File: config.mk
export PLATFORM = sky130hd
export DESIGN_NAME = divider_and_timer_unit
export DESIGN_NICKNAME = d
export VERILOG_FILES = /design/src/hdl/dtu_pkg.sv /design/src/hdl/dtu_ctrl.sv /design/src/hdl/dtu_dp.sv /design/src/hdl/divider_and_timer_unit.sv
export SDC_FILE = /design/constraint.sdc
export NUM_CORES = 1
export LEC_CHECK = 0
export BUFFER_PORTS_ARGS = -buffer_cell sky130_fd_sc_hd__buf_2
export CAP_MARGIN = 20
export CORE_UTILIZATION = 35
export CTS_CLUSTER_DIAMETER = 30
export CTS_CLUSTER_SIZE = 40
export DETAILED_ROUTE_END_ITERATION = 8
export HOLD_SLACK_MARGIN = 0.1
export REMOVE_ABC_BUFFERS = 1
export SLEW_MARGIN = 10
export SYNTH_ARGS = -nofsm -noshare
export SYNTH_HDL_FRONTEND = slang
export SYNTH_SLANG_ARGS = --single-unit
File: constraint.sdc
create_clock -name clk -period 5.5 [get_ports clk]
set_input_delay 0.825 -clock clk [delete_from_list [all_inputs] [get_ports clk]]
set_output_delay 0.825 -clock clk [all_outputs]
set_load 0.005 [all_outputs]
File: src/hdl/dtu_pkg.sv
// Shared types, constants and helpers for the divider and timer unit.
// No dependencies; used by dtu_ctrl, dtu_dp and divider_and_timer_unit.
`timescale 1ns / 1ps

package dtu_pkg;

  // Clamp applied to the cycle count of each input beat.
  localparam int MAX_CYCLES_PER_ITEM = 255;

  // Widths of the stored state and the working values.
  localparam int CYC_W   = 8;   // cycles_elapsed
  localparam int CNT_W   = 8;   // divider and timer counts
  localparam int TREM_W  = 10;  // timer remainder, below the longest period
  localparam int TSUM_W  = 11;  // timer remainder plus cycles
  localparam int TICK_W  = 7;   // timer steps owed by one beat
  localparam int OVF_W   = 5;   // overflow count
  localparam int SHIFT_W = 4;   // log2 of the timer period

  // Timer steps applied per cycle by the step logic.
  localparam int STEPS_PER_CYCLE = 4;
  localparam int STEP_N_W        = 3;

  localparam logic [OVF_W-1:0] OVF_MAX = '1;
  localparam logic [CNT_W-1:0] CNT_TOP = '1;

  // Configuration register indexes.
  localparam logic [1:0] REG_TIMER_ENABLE = 2'd0;
  localparam logic [1:0] REG_CLOCK_SELECT = 2'd1;
  localparam logic [1:0] REG_TIMER_RELOAD = 2'd2;

  // Clock select codes.
  localparam logic [1:0] CSEL_1024 = 2'd0;
  localparam logic [1:0] CSEL_16   = 2'd1;
  localparam logic [1:0] CSEL_64   = 2'd2;
  localparam logic [1:0] CSEL_256  = 2'd3;

  typedef enum logic [1:0] {
    ST_IDLE,
    ST_STEP,
    ST_PUSH
  } state_t;

  typedef struct packed {
    logic load;     // take the input beat, update divider, compute timer steps
    logic step;     // apply up to STEPS_PER_CYCLE timer steps
    logic publish;  // copy the counts into the output register
  } cmd_t;

  typedef struct packed {
    logic last_step;  // the owed steps fit into the current cycle
  } status_t;

  // log2 of the timer period for a clock select code.
  function automatic logic [SHIFT_W-1:0] period_shift(input logic [1:0] sel);
    logic [SHIFT_W-1:0] sh;
    unique case (sel)
      CSEL_1024: sh = 4'd10;
      CSEL_16:   sh = 4'd4;
      CSEL_64:   sh = 4'd6;
      CSEL_256:  sh = 4'd8;
      default:   sh = 4'd10;
    endcase
    return sh;
  endfunction

endpackage

File: src/hdl/dtu_ctrl.sv
// Controller of the divider and timer unit: handshakes and sequencing.
// Depends on dtu_pkg; drives dtu_dp through a command struct.
`timescale 1ns / 1ps

module dtu_ctrl (
  input  logic             clk,
  input  logic             rst_n,
  input  logic             in_valid,
  output logic             in_ready,
  output logic             out_valid,
  input  logic             out_ready,
  input  dtu_pkg::status_t status,
  output dtu_pkg::cmd_t    cmd
);

  dtu_pkg::state_t state_r, state_nxt;
  logic            out_valid_r, out_valid_nxt;

  always_ff @(posedge clk) begin
    if (!rst_n) begin
      state_r     <= dtu_pkg::ST_IDLE;
      out_valid_r <= 1'b0;
    end else begin
      state_r     <= state_nxt;
      out_valid_r <= out_valid_nxt;
    end
  end

  always_comb begin
    state_nxt   = state_r;
    cmd         = '0;
    in_ready    = 1'b0;
    unique case (state_r)
      dtu_pkg::ST_IDLE: begin
        in_ready = 1'b1;
        if (in_valid) begin
          cmd.load  = 1'b1;
          state_nxt = dtu_pkg::ST_STEP;
        end
      end
      dtu_pkg::ST_STEP: begin
        cmd.step = 1'b1;
        if (status.last_step) begin
          state_nxt = dtu_pkg::ST_PUSH;
        end
      end
      dtu_pkg::ST_PUSH: begin
        // The output register is free when empty or when its beat leaves now.
        if (!out_valid_r || out_ready) begin
          cmd.publish = 1'b1;
          state_nxt   = dtu_pkg::ST_IDLE;
        end
      end
      default: state_nxt = dtu_pkg::ST_IDLE;
    endcase

    if (cmd.publish) begin
      out_valid_nxt = 1'b1;
    end else if (out_ready) begin
      out_valid_nxt = 1'b0;
    end else begin
      out_valid_nxt = out_valid_r;
    end
  end

  assign out_valid = out_valid_r;

endmodule

File: src/hdl/dtu_dp.sv
// Datapath of the divider and timer unit: counters, remainders, step logic
// and the output register. Depends on dtu_pkg; controlled by dtu_ctrl.
`timescale 1ns / 1ps

module dtu_dp #(
  parameter int MAX_CYCLES_PER_ITEM = dtu_pkg::MAX_CYCLES_PER_ITEM
) (
  input  logic                        clk,
  input  logic                        rst_n,
  input  dtu_pkg::cmd_t               cmd,
  output dtu_pkg::status_t            status,
  input  logic [dtu_pkg::CYC_W-1:0]   cycles_elapsed,
  input  logic                        timer_enable,
  input  logic [1:0]                  clock_select,
  input  logic [dtu_pkg::CNT_W-1:0]   timer_reload,
  output logic [dtu_pkg::CNT_W-1:0]   divider_value,
  output logic [dtu_pkg::CNT_W-1:0]   timer_value,
  output logic [dtu_pkg::OVF_W-1:0]   overflow_count,
  output logic                        timer_irq
);

  logic [dtu_pkg::CNT_W-1:0]  div_count_r, div_count_nxt;
  logic [dtu_pkg::CNT_W-1:0]  div_rem_r, div_rem_nxt;
  logic [dtu_pkg::CNT_W-1:0]  tmr_count_r, tmr_count_nxt;
  logic [dtu_pkg::TREM_W-1:0] tmr_rem_r, tmr_rem_nxt;
  logic [dtu_pkg::TICK_W-1:0] ticks_r, ticks_nxt;
  logic [dtu_pkg::OVF_W-1:0]  ovf_r, ovf_nxt;

  logic [dtu_pkg::CNT_W-1:0]  out_div_r;
  logic [dtu_pkg::CNT_W-1:0]  out_tmr_r;
  logic [dtu_pkg::OVF_W-1:0]  out_ovf_r;
  logic                       out_irq_r;

  logic [dtu_pkg::CYC_W-1:0]   cyc;
  logic [dtu_pkg::CNT_W:0]     div_sum;
  logic [dtu_pkg::SHIFT_W-1:0] shift;
  logic [dtu_pkg::TSUM_W-1:0]  mask;
  logic [dtu_pkg::TSUM_W-1:0]  tmr_sum;
  logic [dtu_pkg::STEP_N_W-1:0] step_n;
  logic [dtu_pkg::CNT_W-1:0]   step_cnt;
  logic [dtu_pkg::OVF_W-1:0]   step_ovf;

  // Clamp, divider sum and timer sum for the beat being taken.
  always_comb begin
    if ({{(dtu_pkg::TSUM_W-dtu_pkg::CYC_W){1'b0}}, cycles_elapsed} >
        dtu_pkg::TSUM_W'(MAX_CYCLES_PER_ITEM)) begin
      cyc = dtu_pkg::CYC_W'(MAX_CYCLES_PER_ITEM);
    end else begin
      cyc = cycles_elapsed;
    end
    div_sum = {1'b0, div_rem_r} + {1'b0, cyc};
    shift   = dtu_pkg::period_shift(clock_select);
    mask    = (dtu_pkg::TSUM_W'(1) << shift) - dtu_pkg::TSUM_W'(1);
    tmr_sum = (dtu_pkg::TSUM_W'(tmr_rem_r) & mask) + dtu_pkg::TSUM_W'(cyc);
  end

  // Up to four dependent timer steps per cycle.
  always_comb begin
    if (ticks_r > dtu_pkg::TICK_W'(dtu_pkg::STEPS_PER_CYCLE)) begin
      step_n = dtu_pkg::STEP_N_W'(dtu_pkg::STEPS_PER_CYCLE);
    end else begin
      step_n = ticks_r[dtu_pkg::STEP_N_W-1:0];
    end
    step_cnt = tmr_count_r;
    step_ovf = ovf_r;
    for (int i = 0; i < dtu_pkg::STEPS_PER_CYCLE; i++) begin
      if (dtu_pkg::STEP_N_W'(i) < step_n) begin
        if (step_cnt == dtu_pkg::CNT_TOP) begin
          step_cnt = timer_reload;
          if (step_ovf != dtu_pkg::OVF_MAX) begin
            step_ovf = step_ovf + dtu_pkg::OVF_W'(1);
          end
        end else begin
          step_cnt = step_cnt + dtu_pkg::CNT_W'(1);
        end
      end
    end
    status.last_step = (ticks_r <= dtu_pkg::TICK_W'(dtu_pkg::STEPS_PER_CYCLE));
  end

  always_comb begin
    div_count_nxt = div_count_r;
    div_rem_nxt   = div_rem_r;
    tmr_count_nxt = tmr_count_r;
    tmr_rem_nxt   = tmr_rem_r;
    ticks_nxt     = ticks_r;
    ovf_nxt       = ovf_r;
    if (cmd.load) begin
      div_count_nxt = div_count_r + dtu_pkg::CNT_W'(div_sum[dtu_pkg::CNT_W]);
      div_rem_nxt   = div_sum[dtu_pkg::CNT_W-1:0];
      ovf_nxt       = '0;
      if (timer_enable) begin
        ticks_nxt   = dtu_pkg::TICK_W'(tmr_sum >> shift);
        tmr_rem_nxt = dtu_pkg::TREM_W'(tmr_sum & mask);
      end else begin
        ticks_nxt   = '0;
      end
    end else if (cmd.step) begin
      tmr_count_nxt = step_cnt;
      ovf_nxt       = step_ovf;
      ticks_nxt     = ticks_r - dtu_pkg::TICK_W'(step_n);
    end
  end

  always_ff @(posedge clk) begin
    if (!rst_n) begin
      div_count_r <= '0;
      div_rem_r   <= '0;
      tmr_count_r <= '0;
      tmr_rem_r   <= '0;
      ticks_r     <= '0;
      ovf_r       <= '0;
    end else begin
      div_count_r <= div_count_nxt;
      div_rem_r   <= div_rem_nxt;
      tmr_count_r <= tmr_count_nxt;
      tmr_rem_r   <= tmr_rem_nxt;
      ticks_r     <= ticks_nxt;
      ovf_r       <= ovf_nxt;
    end
  end

  // Output register; valid is kept by the controller.
  always_ff @(posedge clk) begin
    if (cmd.publish) begin
      out_div_r <= div_count_r;
      out_tmr_r <= tmr_count_r;
      out_ovf_r <= ovf_r;
      out_irq_r <= (ovf_r != '0);
    end
  end

  assign divider_value  = out_div_r;
  assign timer_value    = out_tmr_r;
  assign overflow_count = out_ovf_r;
  assign timer_irq      = out_irq_r;

endmodule

File: src/hdl/divider_and_timer_unit.sv
// Top level of the divider and timer unit: configuration registers and the
// controller and datapath. Depends on dtu_pkg, dtu_ctrl and dtu_dp.
`timescale 1ns / 1ps

// How the block is used:
// Each input beat carries in_cycles_elapsed, the CPU time passed since the
// previous beat. For each input beat exactly one output beat follows with the
// free-running divider count, the timer count, the number of timer overflows
// caused by this beat and the timer interrupt request.
// Both channels use valid and ready. The configuration port is a plain write
// port (cfg_we, cfg_index, cfg_wdata); index 0 is the timer enable, 1 the
// clock select and 2 the reload value. Other indexes are ignored.
// Each beat is taken in the idle state of the controller and then passes
// through the step and push states in that order; the step state repeats until the owed timer steps are done.
// A beat owes at most 16 timer steps for an 8-bit cycle count at the fastest
// clock select. The timer step logic applies up to four steps per cycle. One
// beat is in work at a time; no new beat is taken before it is published.
// A finished result sits in an output register; the next input beat is taken
// while it waits. If the receiver stalls, the following result waits in the
// datapath and no further input beat is accepted until it moves out.
// Synchronous reset clears all counters, remainders and configuration
// registers to zero and leaves both channels empty; output data is not reset.

module divider_and_timer_unit #(
  parameter int MAX_CYCLES_PER_ITEM = dtu_pkg::MAX_CYCLES_PER_ITEM
) (
  input  logic                              clk,
  input  logic                              rst_n,
  input  logic                              in_valid,
  output logic                              in_ready,
  input  logic [dtu_pkg::CYC_W-1:0]         in_cycles_elapsed,
  output logic                              out_valid,
  input  logic                              out_ready,
  output logic [dtu_pkg::CNT_W-1:0]         out_divider_value,
  output logic [dtu_pkg::CNT_W-1:0]         out_timer_value,
  output logic [dtu_pkg::OVF_W-1:0]         out_overflow_count,
  output logic                              out_timer_irq,
  input  logic                              cfg_we,
  input  logic [1:0]                        cfg_index,
  input  logic [dtu_pkg::CNT_W-1:0]         cfg_wdata
);

  logic                      timer_enable_r;
  logic [1:0]                clock_select_r;
  logic [dtu_pkg::CNT_W-1:0] timer_reload_r;

  dtu_pkg::cmd_t    cmd;
  dtu_pkg::status_t status;

  // Configuration registers. The user must write them only while the block is idle; the block does not enforce this.
  always_ff @(posedge clk) begin
    if (!rst_n) begin
      timer_enable_r <= 1'b0;
      clock_select_r <= dtu_pkg::CSEL_1024;
      timer_reload_r <= '0;
    end else if (cfg_we) begin
      unique case (cfg_index)
        dtu_pkg::REG_TIMER_ENABLE: timer_enable_r <= cfg_wdata[0];
        dtu_pkg::REG_CLOCK_SELECT: clock_select_r <= cfg_wdata[1:0];
        dtu_pkg::REG_TIMER_RELOAD: timer_reload_r <= cfg_wdata;
        default: ;
      endcase
    end
  end

  dtu_ctrl u_ctrl (
    .clk       (clk),
    .rst_n     (rst_n),
    .in_valid  (in_valid),
    .in_ready  (in_ready),
    .out_valid (out_valid),
    .out_ready (out_ready),
    .status    (status),
    .cmd       (cmd)
  );

  dtu_dp #(
    .MAX_CYCLES_PER_ITEM (MAX_CYCLES_PER_ITEM)
  ) u_dp (
    .clk            (clk),
    .rst_n          (rst_n),
    .cmd            (cmd),
    .status         (status),
    .cycles_elapsed (in_cycles_elapsed),
    .timer_enable   (timer_enable_r),
    .clock_select   (clock_select_r),
    .timer_reload   (timer_reload_r),
    .divider_value  (out_divider_value),
    .timer_value    (out_timer_value),
    .overflow_count (out_overflow_count),
    .timer_irq      (out_timer_irq)
  );

endmodule
==> flow_metrics.env, run 1 <==
export IMPL_finalMaxSlewViolations=0
export IMPL_end_kind="flip-flop"
export IMPL_port_buffers=46
export IMPL_wl_per_cell_um=16.5
export IMPL_slowest_stage="or4_4"
export IMPL_synth_ff_type="dfxtp_1"
export IMPL_hold_violations=0
export IMPL_core_area_um2=16800
export IMPL_crit_chain="or4_4 > o221ai_1 > o221a_2 > ha_1 > inv_1 > a31oi_1 > a21bo_2 > or3_4 > a221oi_4 > ha_2 > nand2b_1 > buf_4 > and3_1 > a311oi_2 > and3_1 > a22o_4 > o2111ai_4 > nor4_4 > mux2_1 > o31ai_2"
export IMPL_rows=47
export IMPL_reg2reg_slack_ns=0.23
export IMPL_antenna_found_initial=0
export IMPL_drt_iter0_markers=357
export IMPL_crit_type="reg2reg"
export IMPL_synth_cells=704
export IMPL_drc=0
export IMPL_cts_buffers=9
export IMPL_clk_latency_ns=0.35
export IMPL_start_util=0.363
export IMPL_setup_viol=0
export IMPL_cts_hold_buf=0
export IMPL_status="complete, no violations"
export IMPL_diodes=0
export IMPL_cts_num_sinks=82
export IMPL_dp_cells=982
export IMPL_h_tree_depth=3
export IMPL_syn_cell_area_um2=6080
export IMPL_fin_area_um2=7180
export IMPL_grt_total_usage=0.188
export IMPL_synth_edf_count=22
export IMPL_power_leakage_nw=2.96
export IMPL_ir_drop_mv=0.194
export IMPL_dieWidth_um=134
export IMPL_power_density_nw_per_um2=303
export IMPL_cts_root_buf="clkbuf_16"
export IMPL_synth_warnings=0
export IMPL_wirelength_mm=16.5
export IMPL_clk_pin_slew_ns=0.07
export IMPL_first_pass_iters=5
export IMPL_fmax_ghz=0.190
export IMPL_worstPathArrival_ns=5.53
export IMPL_cap_violations=0
export IMPL_worstSetupStartpointType="flip-flop"
export IMPL_layout_commonest_cell="nand2_1"
export IMPL_grt_start_max_net_pins=47
export IMPL_die_area_um2=17900
export IMPL_dieHeight_um=134
export IMPL_layout_worst_path_cycle_share=0.958
export IMPL_fin_crit_ns=5.27
export IMPL_hpwlAfterDp_mm=12.4
export IMPL_via_per_inst=5.59
export IMPL_ys_seq_area_frac=0.306
export IMPL_finalNonFillerCells=999
export IMPL_slew_headroom=0.333
export IMPL_worstPathMaxFanout=7
export IMPL_cts_tree="yes"
export IMPL_drive_gt1_frac=0.207
export IMPL_final_cell_mix="73 x nand2_1, 64 x nor2_1, 60 x dfxtp_1"
export IMPL_ys_ff_latch=82
export IMPL_ant_nets=0
export IMPL_grt_pass1_vias=5170
export IMPL_async_reset_ff_frac=0
export IMPL_worst_path_largest_cell_delay_ns=0.59
export IMPL_finalNetCount=834
export IMPL_ioPinCount=47
export IMPL_areaGrowthSynthToFinish_pct=18.1
export IMPL_synth_distinct_cells=96
export IMPL_num_vias=5586
export IMPL_placedInstanceArea_um2=6770
export IMPL_finalClockSkew_ns=0.00728
export IMPL_grt_pass1_wl_mm=26.6
export IMPL_clk_path_buf_depth=2
export IMPL_hold_class="reg2reg"
export IMPL_cpMostUsedCell="and3_1"
export IMPL_grt_overflow=0
export IMPL_place_congestion=0.922
export IMPL_avgSynthCellArea_um2=8.64
export IMPL_tightest_slew_ns=0.997
export IMPL_worstPathRequired_ns=5.76
export IMPL_power_mw=2.18
[layout make-up]
| class | instances | area (µm²) |
|---|---|---|
| Fill cell | 1704 | 9580 |
| Multi-Input combinational cell | 567 | 4040 |
| Sequential cell | 82 | 1860 |
| Timing Repair Buffer | 91 | 568 |
| Tap cell | 220 | 275 |
| Clock buffer | 9 | 225 |
| Clock inverter | 7 | 124 |
| Inverter | 23 | 86.3 |
[metal layers]
| layer | global-route usage | up-vias | share of wire |
|---|---|---|---|
| li1 | - | 2792 | - |
| met1 | 0.267 | 2585 | 0.50 |
| met2 | 0.284 | 186 | 0.43 |
| met3 | 0.0427 | 23 | 0.060 |
| met4 | 0.0518 | 0 | 0.014 |
| met5 | 0 | - | 0 |
[logic make-up after synthesis]
logic type,synth area share
simple gates,0.235
compound gates,0.253
flops,0.306
buf+inv,0.0387
fa+ha+maj,0.0786
mux,0.0494
xor+xnor,0.0389
other cells,0.000616
[worst max-delay path: cells and delay by family (launching register included)]
kind | cells | cell delay, ns
AO/OA/AOI/OAI | 9 | 2.05
adder cells (fa/ha/maj) | 2 | 0.42
buffers and inverters | 2 | 0.20
AND/OR/NAND/NOR | 6 | 1.85
flip-flops | 1 | 0.31
multiplexers | 1 | 0.37
[per-stage QoR]
stage	utilization	setup slack [ns]	setup TNS [ns]	hold slack, ns
after floorplan	-	-0.00695	-0.00695	0.428
after global placement	0.404	0.235	0	0.442
final	0.429	0.231	0	0.457
after detailed placement	0.404	0.109	0	0.444
after CTS	0.425	0.0458	0	0.459
after global routing	0.429	-0.0124	-0.0124	0.479
[report_power, final]
| group | total, mW | internal, mW | switching [mW] |
|---|---|---|---|
| Combinational | 0.784 | 0.314 | 0.469 |
| Sequential | 0.686 | 0.659 | 0.0268 |
| Clock | 0.706 | 0.449 | 0.257 |
| Total | 2.18 | 1.42 | 0.753 |
[final timing paths]
path / to / from / cells past startpoint
hold / removal: u_dp.tmr_rem_r[3] / u_dp.tmr_rem_r[3] / 2
setup / recovery: u_dp.tmr_count_r[1] / u_dp.ticks_r[6] / 20
hold reg to reg: u_dp.tmr_rem_r[3] / u_dp.tmr_rem_r[3] / 2
setup reg to reg: u_dp.tmr_count_r[1] / u_dp.ticks_r[6] / 20
[flip-flops by register name (all words and copies together), names as in the netlist]
register and count:
clock_select_r 2, u_dp.div_count_r 8, u_dp.timer_value 8, u_dp.timer_irq 1
u_dp.ovf_r 5, u_dp.tmr_count_r 8, u_ctrl.out_valid 1, timer_enable_r 1
u_dp.tmr_rem_r 10, u_dp.overflow_count 5, u_dp.div_rem_r 8, timer_reload_r 8
u_dp.divider_value 8, u_ctrl.state_r 2, u_dp.ticks_r 7
[cells in the mapped netlist, drive strengths merged, types with 12 or more instances]
library cell | n | area (µm²)
mux2i | 18 | 180
edfxtp | 22 | 661
o21ai | 29 | 145
and3 | 14 | 88.8
nand2 | 73 | 274
nand3 | 25 | 125
xnor2 | 15 | 131
a21oi | 55 | 275
ha | 35 | 438
nand4 | 14 | 100
nor2 | 66 | 258
inv | 23 | 86.3
xor2 | 12 | 105
clkbuf | 23 | 86.3
dfxtp | 60 | 1200
nor3 | 15 | 96.4
[timing repair]
| item | in CTS | in global routing |
|---|---|---|
| endpoints found under the setup margin | 0 | 11 |
| buffers inserted | 0 | 1 |
| gates resized for setup | 0 | 12 |
Power figures use the tool's default switching activity.
==> run 2, diff against run 1 <==
Settings changed: SYNTH_HIERARCHICAL set to 1.
==> flow_metrics.env, run 2 <==
export IMPL_cts_num_sinks=82
export IMPL_grt_start_max_net_pins=36
export IMPL_synth_distinct_cells=92
export IMPL_ioPinCount=47
export IMPL_synth_warnings=6
export IMPL_h_tree_depth=3
export IMPL_reg2reg_slack_ns=0.20
export IMPL_ant_nets=0
export IMPL_antenna_found_initial=0
export IMPL_slew_headroom=0.448
export IMPL_tightest_slew_ns=0.817
export IMPL_pwr_share_seq=0.302
export IMPL_finalNetCount=886
export IMPL_num_vias=5858
export IMPL_setup_ws_ns=0.203
export IMPL_holdWs_ns=0.454
export IMPL_end_kind="flip-flop"
export IMPL_syn_cell_area_um2=6090
export IMPL_p_sw_mw=0.806
export IMPL_synth_cells=716
export IMPL_worstPathArrival_ns=5.56
export IMPL_start_util=0.363
export IMPL_clk_latency_ns=0.35
export IMPL_worst_path_largest_cell_delay_ns=0.54
export IMPL_worst_r2r_cell_count=22
export IMPL_worstPathBufferInverterCount=4
export IMPL_drt_iter0_markers=599
export IMPL_ys_seq_area_frac=0.306
export IMPL_hpwlAfterDp_mm=12.6
export IMPL_wl_per_cell_um=16.1
export IMPL_status="complete, no violations"
export IMPL_diodes=0
export IMPL_ys_ff_latch=82
export IMPL_power_leakage_nw=2.95
export IMPL_first_pass_iters=5
export IMPL_areaGrowthSynthToFinish_pct=23.4
export IMPL_placedInstanceArea_um2=6950
export IMPL_core_area_um2=16800
export IMPL_fin_area_um2=7510
export IMPL_crit_chain="or4_4 > or3_4 > o31ai_2 > inv_1 > ha_2 > and4_4 > a211oi_2 > a311oi_1 > inv_1 > ha_2 > inv_1 > a21oi_1 > or4b_4 > nor4b_4 > mux2i_1 > and2_4 > ha_4 > buf_4 > o2111ai_2 > nor3_4 > mux2_2 > o31ai_1"
export IMPL_grt_pass1_vias=5107
export IMPL_swShare=0.355
export IMPL_synth_top_area_frac=0.197
export IMPL_setup_viol=0
export IMPL_synth_edf_count=22
export IMPL_cap_violations=0
export IMPL_r2r_start="u_dp/ticks_r[5]"
export IMPL_synth_ff_type="dfxtp_1"
export IMPL_cts_root_buf="clkbuf_16"
export IMPL_drc=0
export IMPL_worstSetupStartpointType="flip-flop"
export IMPL_place_ws_ns=-0.0296
export IMPL_async_reset_ff_frac=0
export IMPL_finalMaxSlewViolations=0
export IMPL_finalClockSkew_ns=0.00881
export IMPL_hold_depth=0
export IMPL_power_internal_mw=1.46
export IMPL_rows=47
export IMPL_pwr_share_comb=0.428
export IMPL_hold_violations=0
export IMPL_fmax_ghz=0.189
export IMPL_yosys_cell_count_top_type="nor2_1"
export IMPL_fin_crit_ns=5.30
export IMPL_layout_worst_path_cycle_share=0.963
export IMPL_min_from="u_dp/div_count_r[7]"
export IMPL_slowest_stage="or4_4"
export IMPL_worstPathRequired_ns=5.76
export IMPL_die_area_um2=17900
export IMPL_place_congestion=0.918
export IMPL_power_density_nw_per_um2=302
export IMPL_dieWidth_um=134
export IMPL_worstPathMaxFanout=4
export IMPL_final_cell_mix="79 x buf_4, 65 x nor2_1, 62 x nand2_1"
export IMPL_grt_pass1_wl_mm=26.5
export IMPL_p_clk_frac=0.270
export IMPL_cts_buffers=9
export IMPL_regMostFlops="u_dp/tmr_rem_r"
export IMPL_layout_commonest_cell="buf_4"
export IMPL_hold_class="reg2reg"
export IMPL_drive_gt1_frac=0.250
export IMPL_dieHeight_um=134
export IMPL_clk_pin_slew_ns=0.07
export IMPL_timing_critical_path_from="u_dp/ticks_r[5]"
export IMPL_grt_total_usage=0.189
export IMPL_yosys_top_cells_count="65 x nor2_1, 62 x nand2_1, 60 x dfxtp_1"
export IMPL_port_buffers=46
export IMPL_largest_register_ffs=10
export IMPL_grt_overflow=0
export IMPL_path_delay_family="simple AND/OR/NAND/NOR gates"
export IMPL_hold_end="u_dp/divider_value[7]"
export IMPL_cpMostUsedCell="inv_1"
export IMPL_avgSynthCellArea_um2=8.50
export IMPL_crit_type="reg2reg"
export IMPL_yosysTopAreaCell="dfxtp_1"
export IMPL_clk_path_buf_depth=2
export IMPL_ir_drop_mv=0.200
export IMPL_yosys_top_cells_area="dfxtp_1 20%, edfxtp_1 11%, ha_1 7.0%, mux2i_1 5.3%, a21oi_1 4.1%"
export IMPL_wirelength_mm=16.9
export IMPL_via_per_inst=5.57
export IMPL_cts_tree="yes"
export IMPL_timing_rr_end="u_dp/tmr_count_r[1]"
export IMPL_cts_hold_buf=0
run 2: changes by cell type in the layout (fill, tap and decap cells not counted), sizes merged, moves of 7 or more:
cell / before / now
inv: 26 / 39
mux2i: 18 / 32
buf: 91 / 128
nand2: 73 / 62
a211oi: 6 / 13
o21ai: 29 / 36
run 2: repair_timing:
| action | 4_1_cts | 5_1_grt |
|---|---|---|
| cloned | 0 | 0 |
| pin swaps | 3 | 13 |
| hold endpoints to repair | 0 | 0 |
| resized for setup | 1 | 33 |
| buffers inserted | 0 | 15 |
| setup endpoints to repair | 1 | 9 |
run 2: area by class of cell:
cell class              count  area, µm²
fillers                  1646       9250
inverters                  38        143
multi-input cells         568       4060
clock buffers               9        225
flip-flops and latches     82       1860
repair buffers            128        866
clock inverters             7       76.3
well taps                 220        275
run 2: cells by family (layout without fill, tap and decap cells):
logic type,Yosys count,after routing,synth area share
compound gates,193,193,0.218
xor+xnor,20,20,0.0288
fa+ha+maj,36,36,0.0765
buf+inv,66,182,0.0485
flops,82,82,0.306
mux,41,41,0.0699
other cells,1,1,0.000616
simple gates,277,277,0.252
run 2: through the flow:
step	instances	setup TNS (ns)	utilization	power, mW
2_1_floorplan	688	-0.646	-	1.18
3_3_place_gp	1020	0	0.415	1.51
3_5_place_dp	1020	-0.0296	0.415	1.50
4_1_cts	1036	0	0.433	2.14
5_1_grt	1052	-0.0448	0.448	2.39
6_report	1052	0	0.448	2.27
run 2: per-layer routing:
layer	track usage	up-vias	share of wire
met5	0	-	0
li1	-	2894	-
met2	0.271	238	0.41
met1	0.273	2689	0.49
met4	0.0846	0	0.027
met3	0.0329	37	0.068
run 2: how the worst max path moves through the flow:
stage / endpoint / slack, ns / cells after the start
2_1_floorplan: u_dp/ovf_r[0] / -0.38 / 23
3_3_place_gp: u_dp/ovf_r[0] / 0.06 / 23
3_5_place_dp: u_dp/ovf_r[0] / -0.03 / 24
4_1_cts: u_dp/ovf_r[0] / 0.08 / 22
5_1_grt: u_dp/ovf_r[0] / -0.04 / 22
6_report: u_dp/tmr_count_r[1] / 0.20 / 22
run 2: power by group through the flow:
| stage | clock [mW] | combinational (mW) | sequential [mW] |
|---|---|---|---|
| 3_3_place_gp | 0 | 0.816 | 0.696 |
| 5_1_grt | 0.656 | 1.05 | 0.690 |
| 4_1_cts | 0.635 | 0.819 | 0.683 |
| 3_5_place_dp | 0 | 0.808 | 0.697 |
| 2_1_floorplan | 0 | 0.483 | 0.701 |
| 6_report | 0.612 | 0.971 | 0.685 |
==> run 3, diff against run 2 <==
Settings changed: BUFFER_PORTS_ARGS -buffer_cell sky130_fd_sc_hd__buf_2 to not set, CORE_ASPECT_RATIO set to 0.9, DONT_BUFFER_PORTS set to 1.
==> flow_metrics.env, run 3 (same netlist as run 2, synthesis figures left out) <==
export IMPL_status="complete, no violations"
export IMPL_min_from="u_dp/tmr_rem_r[9]"
export IMPL_finalMaxSlewViolations=0
export IMPL_grt_total_usage=0.195
export IMPL_drt_iter0_markers=449
export IMPL_regMostFlops="u_dp/tmr_rem_r"
export IMPL_cts_tree="yes"
export IMPL_num_vias=5732
export IMPL_largest_register_ffs=10
export IMPL_grt_overflow=0
export IMPL_timing_critical_path_from="u_dp/ticks_r[5]"
export IMPL_fin_area_um2=7350
export IMPL_drc=0
export IMPL_ant_nets=0
export IMPL_finalClockSkew_ns=0.00601
export IMPL_hold_violations=0
export IMPL_drive_gt1_frac=0.211
export IMPL_end_kind="flip-flop"
export IMPL_via_per_inst=5.63
export IMPL_h_tree_depth=3
export IMPL_r2r_start="u_dp/ticks_r[5]"
export IMPL_reg2reg_slack_ns=0.19
export IMPL_grt_pass1_vias=5131
export IMPL_finalNetCount=837
export IMPL_worstPathRequired_ns=5.73
export IMPL_cts_root_buf="clkbuf_16"
export IMPL_fin_crit_ns=5.31
export IMPL_power_mw=2.29
export IMPL_worstPathMaxFanout=7
export IMPL_layout_commonest_cell="buf_4"
export IMPL_slew_headroom=0.430
export IMPL_dieWidth_um=141
export IMPL_hold_depth=2
export IMPL_wirelength_mm=17.7
export IMPL_holdWs_ns=0.464
export IMPL_worstPathArrival_ns=5.54
export IMPL_start_util=0.359
export IMPL_clk_pin_slew_ns=0.06
export IMPL_tightest_slew_ns=0.844
export IMPL_layout_worst_path_cycle_share=0.966
export IMPL_die_area_um2=17900
export IMPL_power_leakage_nw=2.77
export IMPL_worst_r2r_cell_count=24
export IMPL_port_buffers=0
export IMPL_grt_start_max_net_pins=36
export IMPL_ioPinCount=47
export IMPL_wl_per_cell_um=17.3
export IMPL_setup_viol=0
export IMPL_final_cell_mix="75 x buf_4, 65 x nor2_1, 61 x nand2_1"
export IMPL_place_congestion=0.966
export IMPL_crit_type="reg2reg"
export IMPL_met1_usage=0.292
export IMPL_core_area_um2=16900
export IMPL_hpwlAfterDp_mm=13.2
export IMPL_power_density_nw_per_um2=311
export IMPL_use_met3=0.0499
export IMPL_cts_buffers=9
export IMPL_cts_num_sinks=82
export IMPL_worstSetupStartpointType="flip-flop"
export IMPL_hold_end="u_dp/tmr_rem_r[9]"
export IMPL_first_pass_iters=6
export IMPL_areaGrowthSynthToFinish_pct=20.8
export IMPL_timing_rr_end="u_dp/tmr_count_r[5]"
export IMPL_dieHeight_um=127
export IMPL_clk_latency_ns=0.35
export IMPL_grt_busiest_layer="met1"
export IMPL_clk_path_buf_depth=2
export IMPL_fmax_ghz=0.188
export IMPL_ir_drop_mv=0.175
export IMPL_antenna_found_initial=1
export IMPL_placedInstanceArea_um2=6710
export IMPL_grt_pass1_wl_mm=27.4
export IMPL_rows=45
export IMPL_hold_class="reg2reg"
export IMPL_met2_usage=0.263
export IMPL_nFillCells=1666
export IMPL_cap_violations=0
==> run 3: how the worst max path moves through the flow <==
stage	endpoint	slack, ns	cells past startpoint
after global placement	u_dp/ovf_r[0]	0.07	23
after global routing	u_dp/ovf_r[0]	-0.11	25
after CTS	u_dp/ovf_r[0]	0.09	23
final	u_dp/tmr_count_r[5]	0.19	24
after floorplan	u_dp/ovf_r[0]	-0.38	23
after detailed placement	u_dp/ovf_r[0]	-0.03	23
==> run 3: layer usage <==
metal | wire length, µm | vias to the layer above
met2 | 6960 | 230
met3 | 1580 | 34
met5 | 0 | -
met4 | 435 | 0
li1 | - | 2791
met1 | 8690 | 2677
==> run 3: final cells by class <==
class / count / area [µm²] / area share
Clock inverter: 7 / 75.1 / 0.0102
Inverter: 38 / 143 / 0.0194
Timing Repair Buffer: 79 / 612 / 0.0832
Antenna cell: 1 / 2.50 / 0.000340
Multi-Input combinational cell: 568 / 4140 / 0.563
Clock buffer: 9 / 225 / 0.0306
Sequential cell: 82 / 1860 / 0.254
Tap cell: 235 / 294 / 0.0400
==> run 3: per-stage QoR <==
stage,std cells,util,setup TNS (ns),setup WS (ns)
global route,1018,0.434,-0.210,-0.110
CTS,1003,0.414,0,0.0898
detailed placement,987,0.396,-0.0308,-0.0308
floorplan,688,-,-0.646,-0.377
global placement,987,0.396,0,0.0656
finish,1019,0.434,0,0.189
==> run 3: critical path, stage by stage, from the launching register on <==
cell and delay [ns]:
dfxtp_2 0.32, or4_4 0.54, buf_6 0.15, nor2_4 0.16, buf_6 0.15, o221a_4 0.19
and4_4 0.26, and2_4 0.19, a211oi_4 0.07, a21oi_2 0.16, ha_2 0.21, inv_2 0.04
a21oi_2 0.09, or4b_4 0.50, nor4b_4 0.39, buf_4 0.19, mux2i_1 0.09, o21ai_2 0.20
ha_4 0.17, buf_4 0.11, o2111ai_1 0.15, nor3_4 0.26, buf_4 0.22, mux2i_1 0.09
o311a_1 0.30
==> run 3: report_power, final <==
part           total, mW  internal [mW]  switching, mW
combinational      0.974          0.442          0.531
sequential         0.687          0.657         0.0295
clock              0.626          0.356          0.270
==> run 3: what timing repair did <==
item                       in CTS  in global routing
gates resized for setup         1                 48
gates cloned                    0                  1
hold buffers                    0                  0
buffers inserted                0                 13
setup endpoints to repair       1                 12
pin swaps                       2                 17
